File: src/hdl/adc_sss_pkg.sv
// Shared constants and types for the converter sample conditioning block.
// Holds field widths, register reset values, register indexes and derived
// datapath widths. Depends on nothing.
`timescale 1ns / 1ps
`default_nettype none

package adc_sss_pkg;

    // Field widths.
    localparam int SAMPLE_BITS = 12;
    localparam int MV_BITS = 14;
    localparam int ANG_BITS = 10;

    // Configuration port.
    localparam int CFG_DATA_BITS = (SAMPLE_BITS > MV_BITS) ? SAMPLE_BITS : MV_BITS;
    localparam int CFG_INDEX_BITS = 3;

    typedef enum logic [CFG_INDEX_BITS-1:0] {
        REG_ADC_LOW    = CFG_INDEX_BITS'(0),
        REG_ADC_HIGH   = CFG_INDEX_BITS'(1),
        REG_SPIKE_THR  = CFG_INDEX_BITS'(2),
        REG_MV_LOW     = CFG_INDEX_BITS'(3),
        REG_MV_HIGH    = CFG_INDEX_BITS'(4),
        REG_ANG_LOW    = CFG_INDEX_BITS'(5),
        REG_ANG_HIGH   = CFG_INDEX_BITS'(6)
    } cfg_index_t;

    // Register reset values.
    localparam logic [SAMPLE_BITS-1:0] ADC_LOW_RESET = '0;
    localparam logic [SAMPLE_BITS-1:0] ADC_HIGH_RESET = SAMPLE_BITS'(4095);
    localparam logic [SAMPLE_BITS-1:0] SPIKE_THR_RESET = SAMPLE_BITS'(100);
    localparam logic [MV_BITS-1:0] MV_LOW_RESET = '0;
    localparam logic [MV_BITS-1:0] MV_HIGH_RESET = MV_BITS'(5000);
    localparam logic signed [ANG_BITS-1:0] ANG_LOW_RESET = '0;
    localparam logic signed [ANG_BITS-1:0] ANG_HIGH_RESET = ANG_BITS'(270);

    // Weighted sum of three codes with weights 1, 2 and 3.
    localparam int WSUM_BITS = SAMPLE_BITS + 3;

    // Division by six as a multiplication by a rounded-up reciprocal. The
    // extra shift keeps the error below one sixth over the whole sum range.
    localparam int RECIP_SHIFT = WSUM_BITS + 3;
    localparam int RECIP_BITS = RECIP_SHIFT - 2;
    localparam logic [RECIP_BITS-1:0] RECIP_SIX =
        RECIP_BITS'(((64'd1 << RECIP_SHIFT) + 64'd5) / 64'd6);

    // Signed width that holds every map operand, and their differences.
    localparam int MAP_BITS = CFG_DATA_BITS + 1;
    localparam int DIFF_BITS = MAP_BITS + 1;

    // Shared multiplier operand widths.
    localparam int MUL_A_BITS = (WSUM_BITS + 1 > DIFF_BITS) ? WSUM_BITS + 1 : DIFF_BITS;
    localparam int MUL_B_BITS = (RECIP_BITS + 1 > DIFF_BITS) ? RECIP_BITS + 1 : DIFF_BITS;
    localparam int PROD_BITS = MUL_A_BITS + MUL_B_BITS;

    // Serial divider: dividend magnitude and divisor widths.
    localparam int NUM_BITS = ((SAMPLE_BITS > ANG_BITS) ? SAMPLE_BITS : ANG_BITS) + MV_BITS;
    localparam int DEN_BITS = CFG_DATA_BITS;
    localparam int DIV_CNT_BITS = $clog2(NUM_BITS + 1);
    localparam int SUM_BITS = NUM_BITS + 2;

endpackage

`default_nettype wire

File: src/hdl/adc_spike_smooth_scale.sv
// Converter sample conditioning: clamp, spike rejection, 1:2:3 smoothing, and two
// linear maps to millivolts and degrees; uses adc_sss_pkg. The result is computed
// through two passes of the one-bit-per-cycle divider; a new sample is taken only
// once the previous result has been loaded into the output register.
// Asynchronous active-low reset restores register defaults and clears the histories.
// No clearing pass is needed: the block is ready as soon as reset is released.
`timescale 1ns / 1ps
`default_nettype none

module adc_spike_smooth_scale (
    input  wire logic                                         clk,
    input  wire logic                                         rst_n,
    // Configuration writes.
    input  wire logic                                         cfg_write,
    input  wire logic [adc_sss_pkg::CFG_INDEX_BITS-1:0]       cfg_index,
    input  wire logic [adc_sss_pkg::CFG_DATA_BITS-1:0]        cfg_data,
    // Sample channel.
    input  wire logic                                         sample_valid,
    output      logic                                         sample_ready,
    input  wire logic [adc_sss_pkg::SAMPLE_BITS-1:0]          sample,
    // Result channel.
    output      logic                                         result_valid,
    input  wire logic                                         result_ready,
    output      logic [adc_sss_pkg::SAMPLE_BITS-1:0]          despiked,
    output      logic [adc_sss_pkg::SAMPLE_BITS-1:0]          smoothed,
    output      logic [adc_sss_pkg::MV_BITS-1:0]              millivolts,
    output      logic signed [adc_sss_pkg::ANG_BITS-1:0]      angle
);

    // Sequencer. Every sample walks the same path: spike test, division by six
    // through the shared multiplier, then the linear map twice (pass 0 gives
    // millivolts, pass 1 gives degrees). Each map pass is a multiply, a sign
    // and magnitude split, a restoring divide of NUM_BITS steps, and a final
    // add and clamp.
    typedef enum logic [8:0] {
        ST_IDLE   = 9'b0_0000_0001,
        ST_SPIKE  = 9'b0_0000_0010,
        ST_RECIP  = 9'b0_0000_0100,
        ST_SMOOTH = 9'b0_0000_1000,
        ST_MUL    = 9'b0_0001_0000,
        ST_PREP   = 9'b0_0010_0000,
        ST_DIV    = 9'b0_0100_0000,
        ST_MAP    = 9'b0_1000_0000,
        ST_DONE   = 9'b1_0000_0000
    } state_t;

    state_t state_reg;
    state_t state_next;

    // Configuration registers.
    logic [adc_sss_pkg::SAMPLE_BITS-1:0] adc_low_reg;
    logic [adc_sss_pkg::SAMPLE_BITS-1:0] adc_high_reg;
    logic [adc_sss_pkg::SAMPLE_BITS-1:0] spike_thr_reg;
    logic [adc_sss_pkg::MV_BITS-1:0] mv_low_reg;
    logic [adc_sss_pkg::MV_BITS-1:0] mv_high_reg;
    logic signed [adc_sss_pkg::ANG_BITS-1:0] ang_low_reg;
    logic signed [adc_sss_pkg::ANG_BITS-1:0] ang_high_reg;

    // Histories of clamped raw codes and despiked codes.
    logic [adc_sss_pkg::SAMPLE_BITS-1:0] raw_older_reg;
    logic [adc_sss_pkg::SAMPLE_BITS-1:0] raw_newer_reg;
    logic [adc_sss_pkg::SAMPLE_BITS-1:0] desp_older_reg;
    logic [adc_sss_pkg::SAMPLE_BITS-1:0] desp_newer_reg;
    logic primed_reg;

    // Working registers of the current sample.
    logic [adc_sss_pkg::SAMPLE_BITS-1:0] raw_reg;
    logic [adc_sss_pkg::SAMPLE_BITS-1:0] desp_reg;
    logic [adc_sss_pkg::WSUM_BITS-1:0] wsum_reg;
    logic [adc_sss_pkg::SAMPLE_BITS-1:0] smooth_reg;
    logic [adc_sss_pkg::MV_BITS-1:0] mv_reg;
    logic signed [adc_sss_pkg::ANG_BITS-1:0] ang_reg;
    logic pass_reg;

    // Shared multiplier product and divider state.
    logic signed [adc_sss_pkg::PROD_BITS-1:0] prod_reg;
    logic [adc_sss_pkg::NUM_BITS-1:0] quot_reg;
    logic [adc_sss_pkg::DEN_BITS-1:0] rem_reg;
    logic [adc_sss_pkg::DEN_BITS-1:0] den_reg;
    logic [adc_sss_pkg::DIV_CNT_BITS-1:0] cnt_reg;
    logic neg_reg;
    logic zero_span_reg;

    // Output register.
    logic result_valid_reg;
    logic [adc_sss_pkg::SAMPLE_BITS-1:0] despiked_out_reg;
    logic [adc_sss_pkg::SAMPLE_BITS-1:0] smoothed_out_reg;
    logic [adc_sss_pkg::MV_BITS-1:0] millivolts_out_reg;
    logic signed [adc_sss_pkg::ANG_BITS-1:0] angle_out_reg;

    function automatic logic [adc_sss_pkg::SAMPLE_BITS-1:0] abs_diff(
        input logic [adc_sss_pkg::SAMPLE_BITS-1:0] a,
        input logic [adc_sss_pkg::SAMPLE_BITS-1:0] b
    );
        return (a > b) ? (a - b) : (b - a);
    endfunction

    // ------------------------------------------------------------------
    // Configuration register file. Writes are to arrive only while idle; the
    // block does not enforce it; the datapath reads these registers directly.
    // ------------------------------------------------------------------
    always_ff @(posedge clk or negedge rst_n)
    begin
        if (!rst_n)
        begin
            adc_low_reg   <= adc_sss_pkg::ADC_LOW_RESET;
            adc_high_reg  <= adc_sss_pkg::ADC_HIGH_RESET;
            spike_thr_reg <= adc_sss_pkg::SPIKE_THR_RESET;
            mv_low_reg    <= adc_sss_pkg::MV_LOW_RESET;
            mv_high_reg   <= adc_sss_pkg::MV_HIGH_RESET;
            ang_low_reg   <= adc_sss_pkg::ANG_LOW_RESET;
            ang_high_reg  <= adc_sss_pkg::ANG_HIGH_RESET;
        end
        else if (cfg_write)
        begin
            unique case (adc_sss_pkg::cfg_index_t'(cfg_index))
                adc_sss_pkg::REG_ADC_LOW:
                    adc_low_reg <= cfg_data[adc_sss_pkg::SAMPLE_BITS-1:0];
                adc_sss_pkg::REG_ADC_HIGH:
                    adc_high_reg <= cfg_data[adc_sss_pkg::SAMPLE_BITS-1:0];
                adc_sss_pkg::REG_SPIKE_THR:
                    spike_thr_reg <= cfg_data[adc_sss_pkg::SAMPLE_BITS-1:0];
                adc_sss_pkg::REG_MV_LOW:
                    mv_low_reg <= cfg_data[adc_sss_pkg::MV_BITS-1:0];
                adc_sss_pkg::REG_MV_HIGH:
                    mv_high_reg <= cfg_data[adc_sss_pkg::MV_BITS-1:0];
                adc_sss_pkg::REG_ANG_LOW:
                    ang_low_reg <= cfg_data[adc_sss_pkg::ANG_BITS-1:0];
                adc_sss_pkg::REG_ANG_HIGH:
                    ang_high_reg <= cfg_data[adc_sss_pkg::ANG_BITS-1:0];
                default:
                begin
                end
            endcase
        end
    end

    // ------------------------------------------------------------------
    // Input clamp. The low limit is tested first, so inverted limits always
    // give one of the two limits.
    // ------------------------------------------------------------------
    logic [adc_sss_pkg::SAMPLE_BITS-1:0] raw_clamped;

    always_comb
    begin
        if (sample < adc_low_reg)
            raw_clamped = adc_low_reg;
        else if (sample > adc_high_reg)
            raw_clamped = adc_high_reg;
        else
            raw_clamped = sample;
    end

    // ------------------------------------------------------------------
    // Spike test and weighted sum. Before the first sample the histories are
    // unprimed, and every history value is replaced by the current code; the
    // spike test can then never fire.
    // ------------------------------------------------------------------
    logic [adc_sss_pkg::SAMPLE_BITS-1:0] hist_r1;
    logic [adc_sss_pkg::SAMPLE_BITS-1:0] hist_r2;
    logic [adc_sss_pkg::SAMPLE_BITS-1:0] hist_d1;
    logic [adc_sss_pkg::SAMPLE_BITS-1:0] hist_d2;
    logic [adc_sss_pkg::SAMPLE_BITS:0] pair_sum;
    logic is_spike;
    logic [adc_sss_pkg::SAMPLE_BITS-1:0] desp_calc;
    logic [adc_sss_pkg::WSUM_BITS-1:0] desp_wide;
    logic [adc_sss_pkg::WSUM_BITS-1:0] wsum_calc;

    always_comb
    begin
        hist_r1 = primed_reg ? raw_newer_reg : raw_reg;
        hist_r2 = primed_reg ? raw_older_reg : raw_reg;
        hist_d1 = primed_reg ? desp_newer_reg : raw_reg;
        hist_d2 = primed_reg ? desp_older_reg : raw_reg;

        is_spike = (abs_diff(raw_reg, hist_r1) > spike_thr_reg)
                && (abs_diff(raw_reg, hist_r2) > spike_thr_reg)
                && (abs_diff(hist_r1, hist_r2) < spike_thr_reg);

        pair_sum = {1'b0, hist_r1} + {1'b0, hist_r2};
        desp_calc = is_spike ? pair_sum[adc_sss_pkg::SAMPLE_BITS:1] : raw_reg;

        desp_wide = adc_sss_pkg::WSUM_BITS'(desp_calc);
        wsum_calc = adc_sss_pkg::WSUM_BITS'(hist_d2)
                  + (adc_sss_pkg::WSUM_BITS'(hist_d1) << 1)
                  + (desp_wide << 1) + desp_wide;
    end

    // ------------------------------------------------------------------
    // Linear map operands. Pass 0 maps the smoothed code to millivolts,
    // pass 1 maps millivolts to degrees. All operands are brought to one
    // signed width so a single datapath serves both passes.
    // ------------------------------------------------------------------
    logic signed [adc_sss_pkg::MAP_BITS-1:0] map_x;
    logic signed [adc_sss_pkg::MAP_BITS-1:0] map_in_lo;
    logic signed [adc_sss_pkg::MAP_BITS-1:0] map_in_hi;
    logic signed [adc_sss_pkg::MAP_BITS-1:0] map_out_lo;
    logic signed [adc_sss_pkg::MAP_BITS-1:0] map_out_hi;
    logic signed [adc_sss_pkg::DIFF_BITS-1:0] x_diff;
    logic signed [adc_sss_pkg::DIFF_BITS-1:0] in_span;
    logic signed [adc_sss_pkg::DIFF_BITS-1:0] out_span;

    always_comb
    begin
        if (!pass_reg)
        begin
            map_x      = signed'(adc_sss_pkg::MAP_BITS'(smooth_reg));
            map_in_lo  = signed'(adc_sss_pkg::MAP_BITS'(adc_low_reg));
            map_in_hi  = signed'(adc_sss_pkg::MAP_BITS'(adc_high_reg));
            map_out_lo = signed'(adc_sss_pkg::MAP_BITS'(mv_low_reg));
            map_out_hi = signed'(adc_sss_pkg::MAP_BITS'(mv_high_reg));
        end
        else
        begin
            map_x      = signed'(adc_sss_pkg::MAP_BITS'(mv_reg));
            map_in_lo  = signed'(adc_sss_pkg::MAP_BITS'(mv_low_reg));
            map_in_hi  = signed'(adc_sss_pkg::MAP_BITS'(mv_high_reg));
            map_out_lo = adc_sss_pkg::MAP_BITS'(ang_low_reg);
            map_out_hi = adc_sss_pkg::MAP_BITS'(ang_high_reg);
        end

        x_diff   = adc_sss_pkg::DIFF_BITS'(map_x) - adc_sss_pkg::DIFF_BITS'(map_in_lo);
        in_span  = adc_sss_pkg::DIFF_BITS'(map_in_hi) - adc_sss_pkg::DIFF_BITS'(map_in_lo);
        out_span = adc_sss_pkg::DIFF_BITS'(map_out_hi) - adc_sss_pkg::DIFF_BITS'(map_out_lo);
    end

    // ------------------------------------------------------------------
    // Shared multiplier: the reciprocal of six in one step, the map product
    // in each map pass.
    // ------------------------------------------------------------------
    logic signed [adc_sss_pkg::MUL_A_BITS-1:0] mul_a;
    logic signed [adc_sss_pkg::MUL_B_BITS-1:0] mul_b;

    always_comb
    begin
        if (state_reg == ST_RECIP)
        begin
            mul_a = signed'(adc_sss_pkg::MUL_A_BITS'(wsum_reg));
            mul_b = signed'(adc_sss_pkg::MUL_B_BITS'(adc_sss_pkg::RECIP_SIX));
        end
        else
        begin
            mul_a = adc_sss_pkg::MUL_A_BITS'(x_diff);
            mul_b = adc_sss_pkg::MUL_B_BITS'(out_span);
        end
    end

    // Weighted mean after the reciprocal multiply, clamped to the converter limits.
    logic [adc_sss_pkg::SAMPLE_BITS-1:0] wmean;
    logic [adc_sss_pkg::SAMPLE_BITS-1:0] smooth_calc;

    always_comb
    begin
        wmean = prod_reg[adc_sss_pkg::RECIP_SHIFT +: adc_sss_pkg::SAMPLE_BITS];
        if (wmean < adc_low_reg)
            smooth_calc = adc_low_reg;
        else if (wmean > adc_high_reg)
            smooth_calc = adc_high_reg;
        else
            smooth_calc = wmean;
    end

    // ------------------------------------------------------------------
    // Divider setup: the product and the input span are split into sign and
    // magnitude, so the restoring divider works on magnitudes and the
    // quotient truncates toward zero.
    // ------------------------------------------------------------------
    logic [adc_sss_pkg::PROD_BITS-1:0] prod_abs;
    logic [adc_sss_pkg::DIFF_BITS-1:0] span_abs;

    always_comb
    begin
        prod_abs = prod_reg[adc_sss_pkg::PROD_BITS-1]
                 ? (~prod_reg + 1'b1) : prod_reg;
        span_abs = in_span[adc_sss_pkg::DIFF_BITS-1]
                 ? (~in_span + 1'b1) : in_span;
    end

    // One restoring step: bring down the next dividend bit, subtract if it fits.
    logic [adc_sss_pkg::DEN_BITS:0] div_shifted;
    logic div_fits;
    logic [adc_sss_pkg::DEN_BITS:0] div_diff;

    always_comb
    begin
        div_shifted = {rem_reg, quot_reg[adc_sss_pkg::NUM_BITS-1]};
        div_fits = div_shifted >= {1'b0, den_reg};
        div_diff = div_shifted - {1'b0, den_reg};
    end

    // Map end: signed quotient added to the output origin, then clamped.
    logic signed [adc_sss_pkg::SUM_BITS-1:0] quot_ext;
    logic signed [adc_sss_pkg::SUM_BITS-1:0] quot_signed;
    logic signed [adc_sss_pkg::SUM_BITS-1:0] out_lo_ext;
    logic signed [adc_sss_pkg::SUM_BITS-1:0] out_hi_ext;
    logic signed [adc_sss_pkg::SUM_BITS-1:0] map_sum;
    logic signed [adc_sss_pkg::SUM_BITS-1:0] map_clamped;
    logic [adc_sss_pkg::MAP_BITS-1:0] map_result;

    always_comb
    begin
        quot_ext = signed'(adc_sss_pkg::SUM_BITS'(quot_reg));
        quot_signed = neg_reg ? -quot_ext : quot_ext;
        out_lo_ext = adc_sss_pkg::SUM_BITS'(map_out_lo);
        out_hi_ext = adc_sss_pkg::SUM_BITS'(map_out_hi);
        // A zero input span answers the output origin.
        map_sum = zero_span_reg ? out_lo_ext : (out_lo_ext + quot_signed);
        if (map_sum < out_lo_ext)
            map_clamped = out_lo_ext;
        else if (map_sum > out_hi_ext)
            map_clamped = out_hi_ext;
        else
            map_clamped = map_sum;
        map_result = map_clamped[adc_sss_pkg::MAP_BITS-1:0];
    end

    // ------------------------------------------------------------------
    // Sequencer.
    // ------------------------------------------------------------------
    logic out_load;

    assign out_load = (state_reg == ST_DONE) && (!result_valid_reg || result_ready);

    always_comb
    begin
        state_next = state_reg;
        unique case (state_reg)
            ST_IDLE:
                if (sample_valid)
                    state_next = ST_SPIKE;
            ST_SPIKE:
                state_next = ST_RECIP;
            ST_RECIP:
                state_next = ST_SMOOTH;
            ST_SMOOTH:
                state_next = ST_MUL;
            ST_MUL:
                state_next = ST_PREP;
            ST_PREP:
                state_next = ST_DIV;
            ST_DIV:
                if (cnt_reg == adc_sss_pkg::DIV_CNT_BITS'(1))
                    state_next = ST_MAP;
            ST_MAP:
                state_next = pass_reg ? ST_DONE : ST_MUL;
            ST_DONE:
                if (out_load)
                    state_next = ST_IDLE;
            default:
                state_next = ST_IDLE;
        endcase
    end

    // Control state, histories and the result flag.
    always_ff @(posedge clk or negedge rst_n)
    begin
        if (!rst_n)
        begin
            state_reg        <= ST_IDLE;
            result_valid_reg <= 1'b0;
            primed_reg       <= 1'b0;
            raw_older_reg    <= '0;
            raw_newer_reg    <= '0;
            desp_older_reg   <= '0;
            desp_newer_reg   <= '0;
        end
        else
        begin
            state_reg <= state_next;

            if (out_load)
                result_valid_reg <= 1'b1;
            else if (result_ready)
                result_valid_reg <= 1'b0;

            // Histories advance once per sample, after the spike test.
            if (state_reg == ST_SPIKE)
            begin
                primed_reg     <= 1'b1;
                raw_older_reg  <= hist_r1;
                raw_newer_reg  <= raw_reg;
                desp_older_reg <= hist_d1;
                desp_newer_reg <= desp_calc;
            end
        end
    end

    // Datapath registers; each is written before it is read for a sample.
    always_ff @(posedge clk)
    begin
        unique case (state_reg)
            ST_IDLE:
                if (sample_valid)
                    raw_reg <= raw_clamped;
            ST_SPIKE:
            begin
                desp_reg <= desp_calc;
                wsum_reg <= wsum_calc;
            end
            ST_RECIP:
                prod_reg <= mul_a * mul_b;
            ST_SMOOTH:
            begin
                smooth_reg <= smooth_calc;
                pass_reg   <= 1'b0;
            end
            ST_MUL:
                prod_reg <= mul_a * mul_b;
            ST_PREP:
            begin
                quot_reg      <= prod_abs[adc_sss_pkg::NUM_BITS-1:0];
                rem_reg       <= '0;
                den_reg       <= span_abs[adc_sss_pkg::DEN_BITS-1:0];
                neg_reg       <= prod_reg[adc_sss_pkg::PROD_BITS-1]
                               ^ in_span[adc_sss_pkg::DIFF_BITS-1];
                zero_span_reg <= (in_span == '0);
                cnt_reg       <= adc_sss_pkg::DIV_CNT_BITS'(adc_sss_pkg::NUM_BITS);
            end
            ST_DIV:
            begin
                rem_reg  <= div_fits ? div_diff[adc_sss_pkg::DEN_BITS-1:0]
                                     : div_shifted[adc_sss_pkg::DEN_BITS-1:0];
                quot_reg <= {quot_reg[adc_sss_pkg::NUM_BITS-2:0], div_fits};
                cnt_reg  <= cnt_reg - 1'b1;
            end
            ST_MAP:
            begin
                if (!pass_reg)
                    mv_reg <= map_result[adc_sss_pkg::MV_BITS-1:0];
                else
                    ang_reg <= map_result[adc_sss_pkg::ANG_BITS-1:0];
                pass_reg <= 1'b1;
            end
            ST_DONE:
            begin
            end
            default:
            begin
            end
        endcase
    end

    // Output register: loaded when the previous result has been taken, so a
    // finished result never blocks the input side for longer than needed.
    always_ff @(posedge clk)
    begin
        if (out_load)
        begin
            despiked_out_reg   <= desp_reg;
            smoothed_out_reg   <= smooth_reg;
            millivolts_out_reg <= mv_reg;
            angle_out_reg      <= ang_reg;
        end
    end

    assign sample_ready = (state_reg == ST_IDLE);
    assign result_valid = result_valid_reg;
    assign despiked     = despiked_out_reg;
    assign smoothed     = smoothed_out_reg;
    assign millivolts   = millivolts_out_reg;
    assign angle        = angle_out_reg;

endmodule

`default_nettype wire

File: config.mk
export PLATFORM = sky130hd
export DESIGN_NAME = adc_spike_smooth_scale
export DESIGN_NICKNAME = d
export VERILOG_FILES = /design/src/hdl/adc_sss_pkg.sv /design/src/hdl/adc_spike_smooth_scale.sv
export SDC_FILE = /design/constraint.sdc
export NUM_CORES = 2
export LEC_CHECK = 0
export BUFFER_PORTS_ARGS = -buffer_cell sky130_fd_sc_hd__buf_2
export CORE_AREA = 5 5 298 300
export CTS_CLUSTER_SIZE = 20
export DETAILED_ROUTE_END_ITERATION = 7
export DIE_AREA = 0 0 303 305
export GPL_TIMING_DRIVEN = 0
export HOLD_SLACK_MARGIN = 0.15
export PLACE_DENSITY_LB_ADDON = 0.3
export SLEW_MARGIN = 10
export SYNTH_ARGS = -nofsm -noshare
export SYNTH_HDL_FRONTEND = slang
export SYNTH_SLANG_ARGS = --single-unit
File: constraint.sdc
create_clock -name clk -period 12.5 [get_ports clk]
set_input_delay 2.5 -clock clk [delete_from_list [all_inputs] [get_ports clk]]
set_output_delay 2.5 -clock clk [all_outputs]
set_load 0.01 [all_outputs]
==> summary.txt <==
Status
  – Outcome: finished, final reports clean

Logic synthesis
  – Synth top area cells: edfxtp_1, fa_1, ha_1
  – Unique masters post-synth: 85
  – Complex-gate fraction of the synthesized area: 12.96%
  – Synthesized flop and latch total: 359
  – Area share of the largest cell type after synthesis: 16.95%
  – Cell with the most instances after synthesis: inv_1
  – Post-synth top cells: inv_1, ha_1, nand2_1
  – Syn_nets: 4840
  – Xor/xnor share of the synthesized area: 4.577%
  – Largest family of logic cells by synthesized area: adder cells
  – Mux cell area share after synthesis: 6.391%
  – Cells after Synth: 4088
  – Sequential share of the synthesized area: 26.38%
  – Post-Synth Adder-Cell Area: 29.59%
  – YS warnings: 0
  – Post-synth EDFFs: 216
  – Cell taking the most area after synthesis: edfxtp_1
  – Synthesized cell area: 38280 um^2
  – Asr flop ratio synth: 39.83%
  – Synth Area in Simple Gates: 13.14%
  – Avg Synthesized Cell Area: 9.363 um^2
  – Predominant post-synthesis flop cell: edfxtp_1

CTS
  – TritonCTS buffer count: 42
  – CTS max path bufs: 3
  – Worst skew pair latency: 0.60 ns
  – Root Buffer: clkbuf_16
  – Number of setup buffers added after CTS: 0
  – Level count of the clock H-tree: 2
  – CTS sink count: 359
  – Clock transition at the registers of the reported paths: 0.06 ns
  – CTS tree: yes

Final layout
  – FF/Latch Area: 10100 um^2
  – Ant. Diodes: 0
  – # fillers: 8150
  – Non-filler cells, final: 5409
  – Final nets: 4972
  – Share of post-route cells with drive strength above 1: 8.016%
  – Area growth syn-to-layout: 8.846%
  – Multi-input logic area: 25550 um^2
  – Largest register FFs: 31

Placed design
  – DPL Wire Length: 90.65 mm
  – Gpl congestion: 1.002
  – Number of port buffers: 83
  – Placed Cells incl. Taps: 5331

Setup path
  – CP required: 12.85 ns
  – WS Path Type: reg2reg
  – CP Buf/Inv Count: 7
  – Startpoint types: flip-flop
  – Top delay family on crit path: adder cells
  – R2r setup slk: 0.28 ns
  – CP Data Arrival Time: 12.58 ns
  – R2R depth: 31
  – Max incr delay on CP: 0.85 ns
  – Max FO, Critical Path: 10
  – FF-to-FF Start: pass_reg
  – RR Endpoint: prod_reg[24]
  – Worst setup EP type: flip-flop
  – CP most frequent cell: fa_1
  – Slowest-stage cell, CP: a2111oi_1

Floorplan
  – Core area: 85940 um^2
  – Die Height: 305 um
  – Die W: 303 um
  – Num rows: 108
  – Num ports: 84
  – Die Area: 92420 um^2
  – Initial Util: 44.54%

Timing
  – Final setup vio count: 0
  – Final number of hold-violating endpoints: 0
  – Unrepaired setup endpoints after global routing: false
  – Max Slew Vio Count: 0
  – F_max: 81.80 MHz
  – Least-Margin Pin Slew: 1.212 ns
  – Relative slew slack: 19.04%
  – Fin crit share: 97.80%
  – Total negative setup slack: 0 ns
  – Clock skew: 0.04390 ns
  – Tmin final: 12.22 ns

Drt
  – Number of remaining DRC errors: 0
  – Vias per inst: 5.525
  – Routed wire length per instance: 20.36 um
  – Drt pass-1 iters: 6
  – Final antenna-violating net count: 0
  – Initial DRC count: 2538
  – Drt total wl: 110.1 mm
  – Via count: 29890

GRT
  – Vias in the first global route: 29970
  – Total gr overflow: 0
  – Largest net degree at the start of global routing: 106
  – Initial antenna violation count: 0
  – Total GRT Usage: 23.81%
  – First-pass GRT wire length: 172.1 mm

Hold path
  – Hold WC Path Type: reg2reg
  – Min-delay src: ang_reg[9]
  – Hold Path Sink: angle[9]
  – Hold path cells: 0

Flow run
  – Max-Cap Viols: 0
kinds of logic after synthesis:
family | count (synthesis)
XOR/XNOR | 200
multiplexers | 232
AO/OA/AOI/OAI | 791
adder cells (fa/ha/maj) | 718
AND/OR/NAND/NOR | 1083
flip-flops | 359
buffers and inverters | 705
per-layer routing:
metal  up-vias  routed length, um  GRT usage, %
met5         -                  0             0
met4         0               4622         8.424
met3       179               6759         3.403
met2       866              50230         38.29
met1     14670              48510         32.97
li1      14170                  -             -
worst max-delay path by stage:
stage / start / to / slack, ns / cells after the start
finish: pass_reg / prod_reg[24] / 0.28 / 31
global route: pass_reg / prod_reg[32] / 0.06 / 29
CTS: pass_reg / prod_reg[24] / 0.35 / 31
detailed placement: pass_reg / prod_reg[24] / 0.33 / 31
global placement: pass_reg / prod_reg[24] / 0.34 / 31
floorplan: pass_reg / prod_reg[32] / 3.20 / 29
cell usage in the layout (no fill, tap or decap), drive strengths merged, types with 72 or more instances in the layout:
| cell | instances |
|---|---|
| nor2 | 304 |
| edfxtp | 216 |
| mux2 | 99 |
| xnor2 | 140 |
| buf | 114 |
| a21oi | 217 |
| dfrtp | 118 |
| clkbuf | 157 |
| o21ai | 231 |
| ha | 406 |
| fa | 312 |
| inv | 580 |
| a21o | 72 |
| mux2i | 133 |
| nand2 | 394 |
stage by stage:
stage | instance area (um^2) | util (%) | worst slack [ns] | hold slack [ns]
2_1_floorplan | 38280 | - | 3.199 | 0.4003
3_3_place_gp | 40140 | 46.70 | 0.3435 | 0.4021
3_5_place_dp | 40250 | 46.84 | 0.3329 | 0.4052
4_1_cts | 41650 | 48.46 | 0.3488 | 0.4150
5_1_grt | 41660 | 48.48 | 0.05646 | 0.4252
6_report | 41660 | 48.48 | 0.2752 | 0.4157
final cells by class:
class,count,area share [%]
multi-input combinational,3024,61.32
sequential,359,24.23
inverter,577,5.199
tap,1155,3.469
clock buffer,55,2.691
timing repair buffer,88,1.228
buffer,128,1.195
clock inverter,23,0.6607
what timing repair did:
| action | 4_1_cts | 5_1_grt |
|---|---|---|
| gates resized for setup | 0 | 1 |
| endpoints found under the hold margin | 0 | 0 |
| hold buffers | 0 | 0 |
| setup endpoints to repair | 0 | 1 |
Power is left out: the tool's default activity adds up to more than one toggle a clock period on the data nets, which glitch-free logic cannot reach.
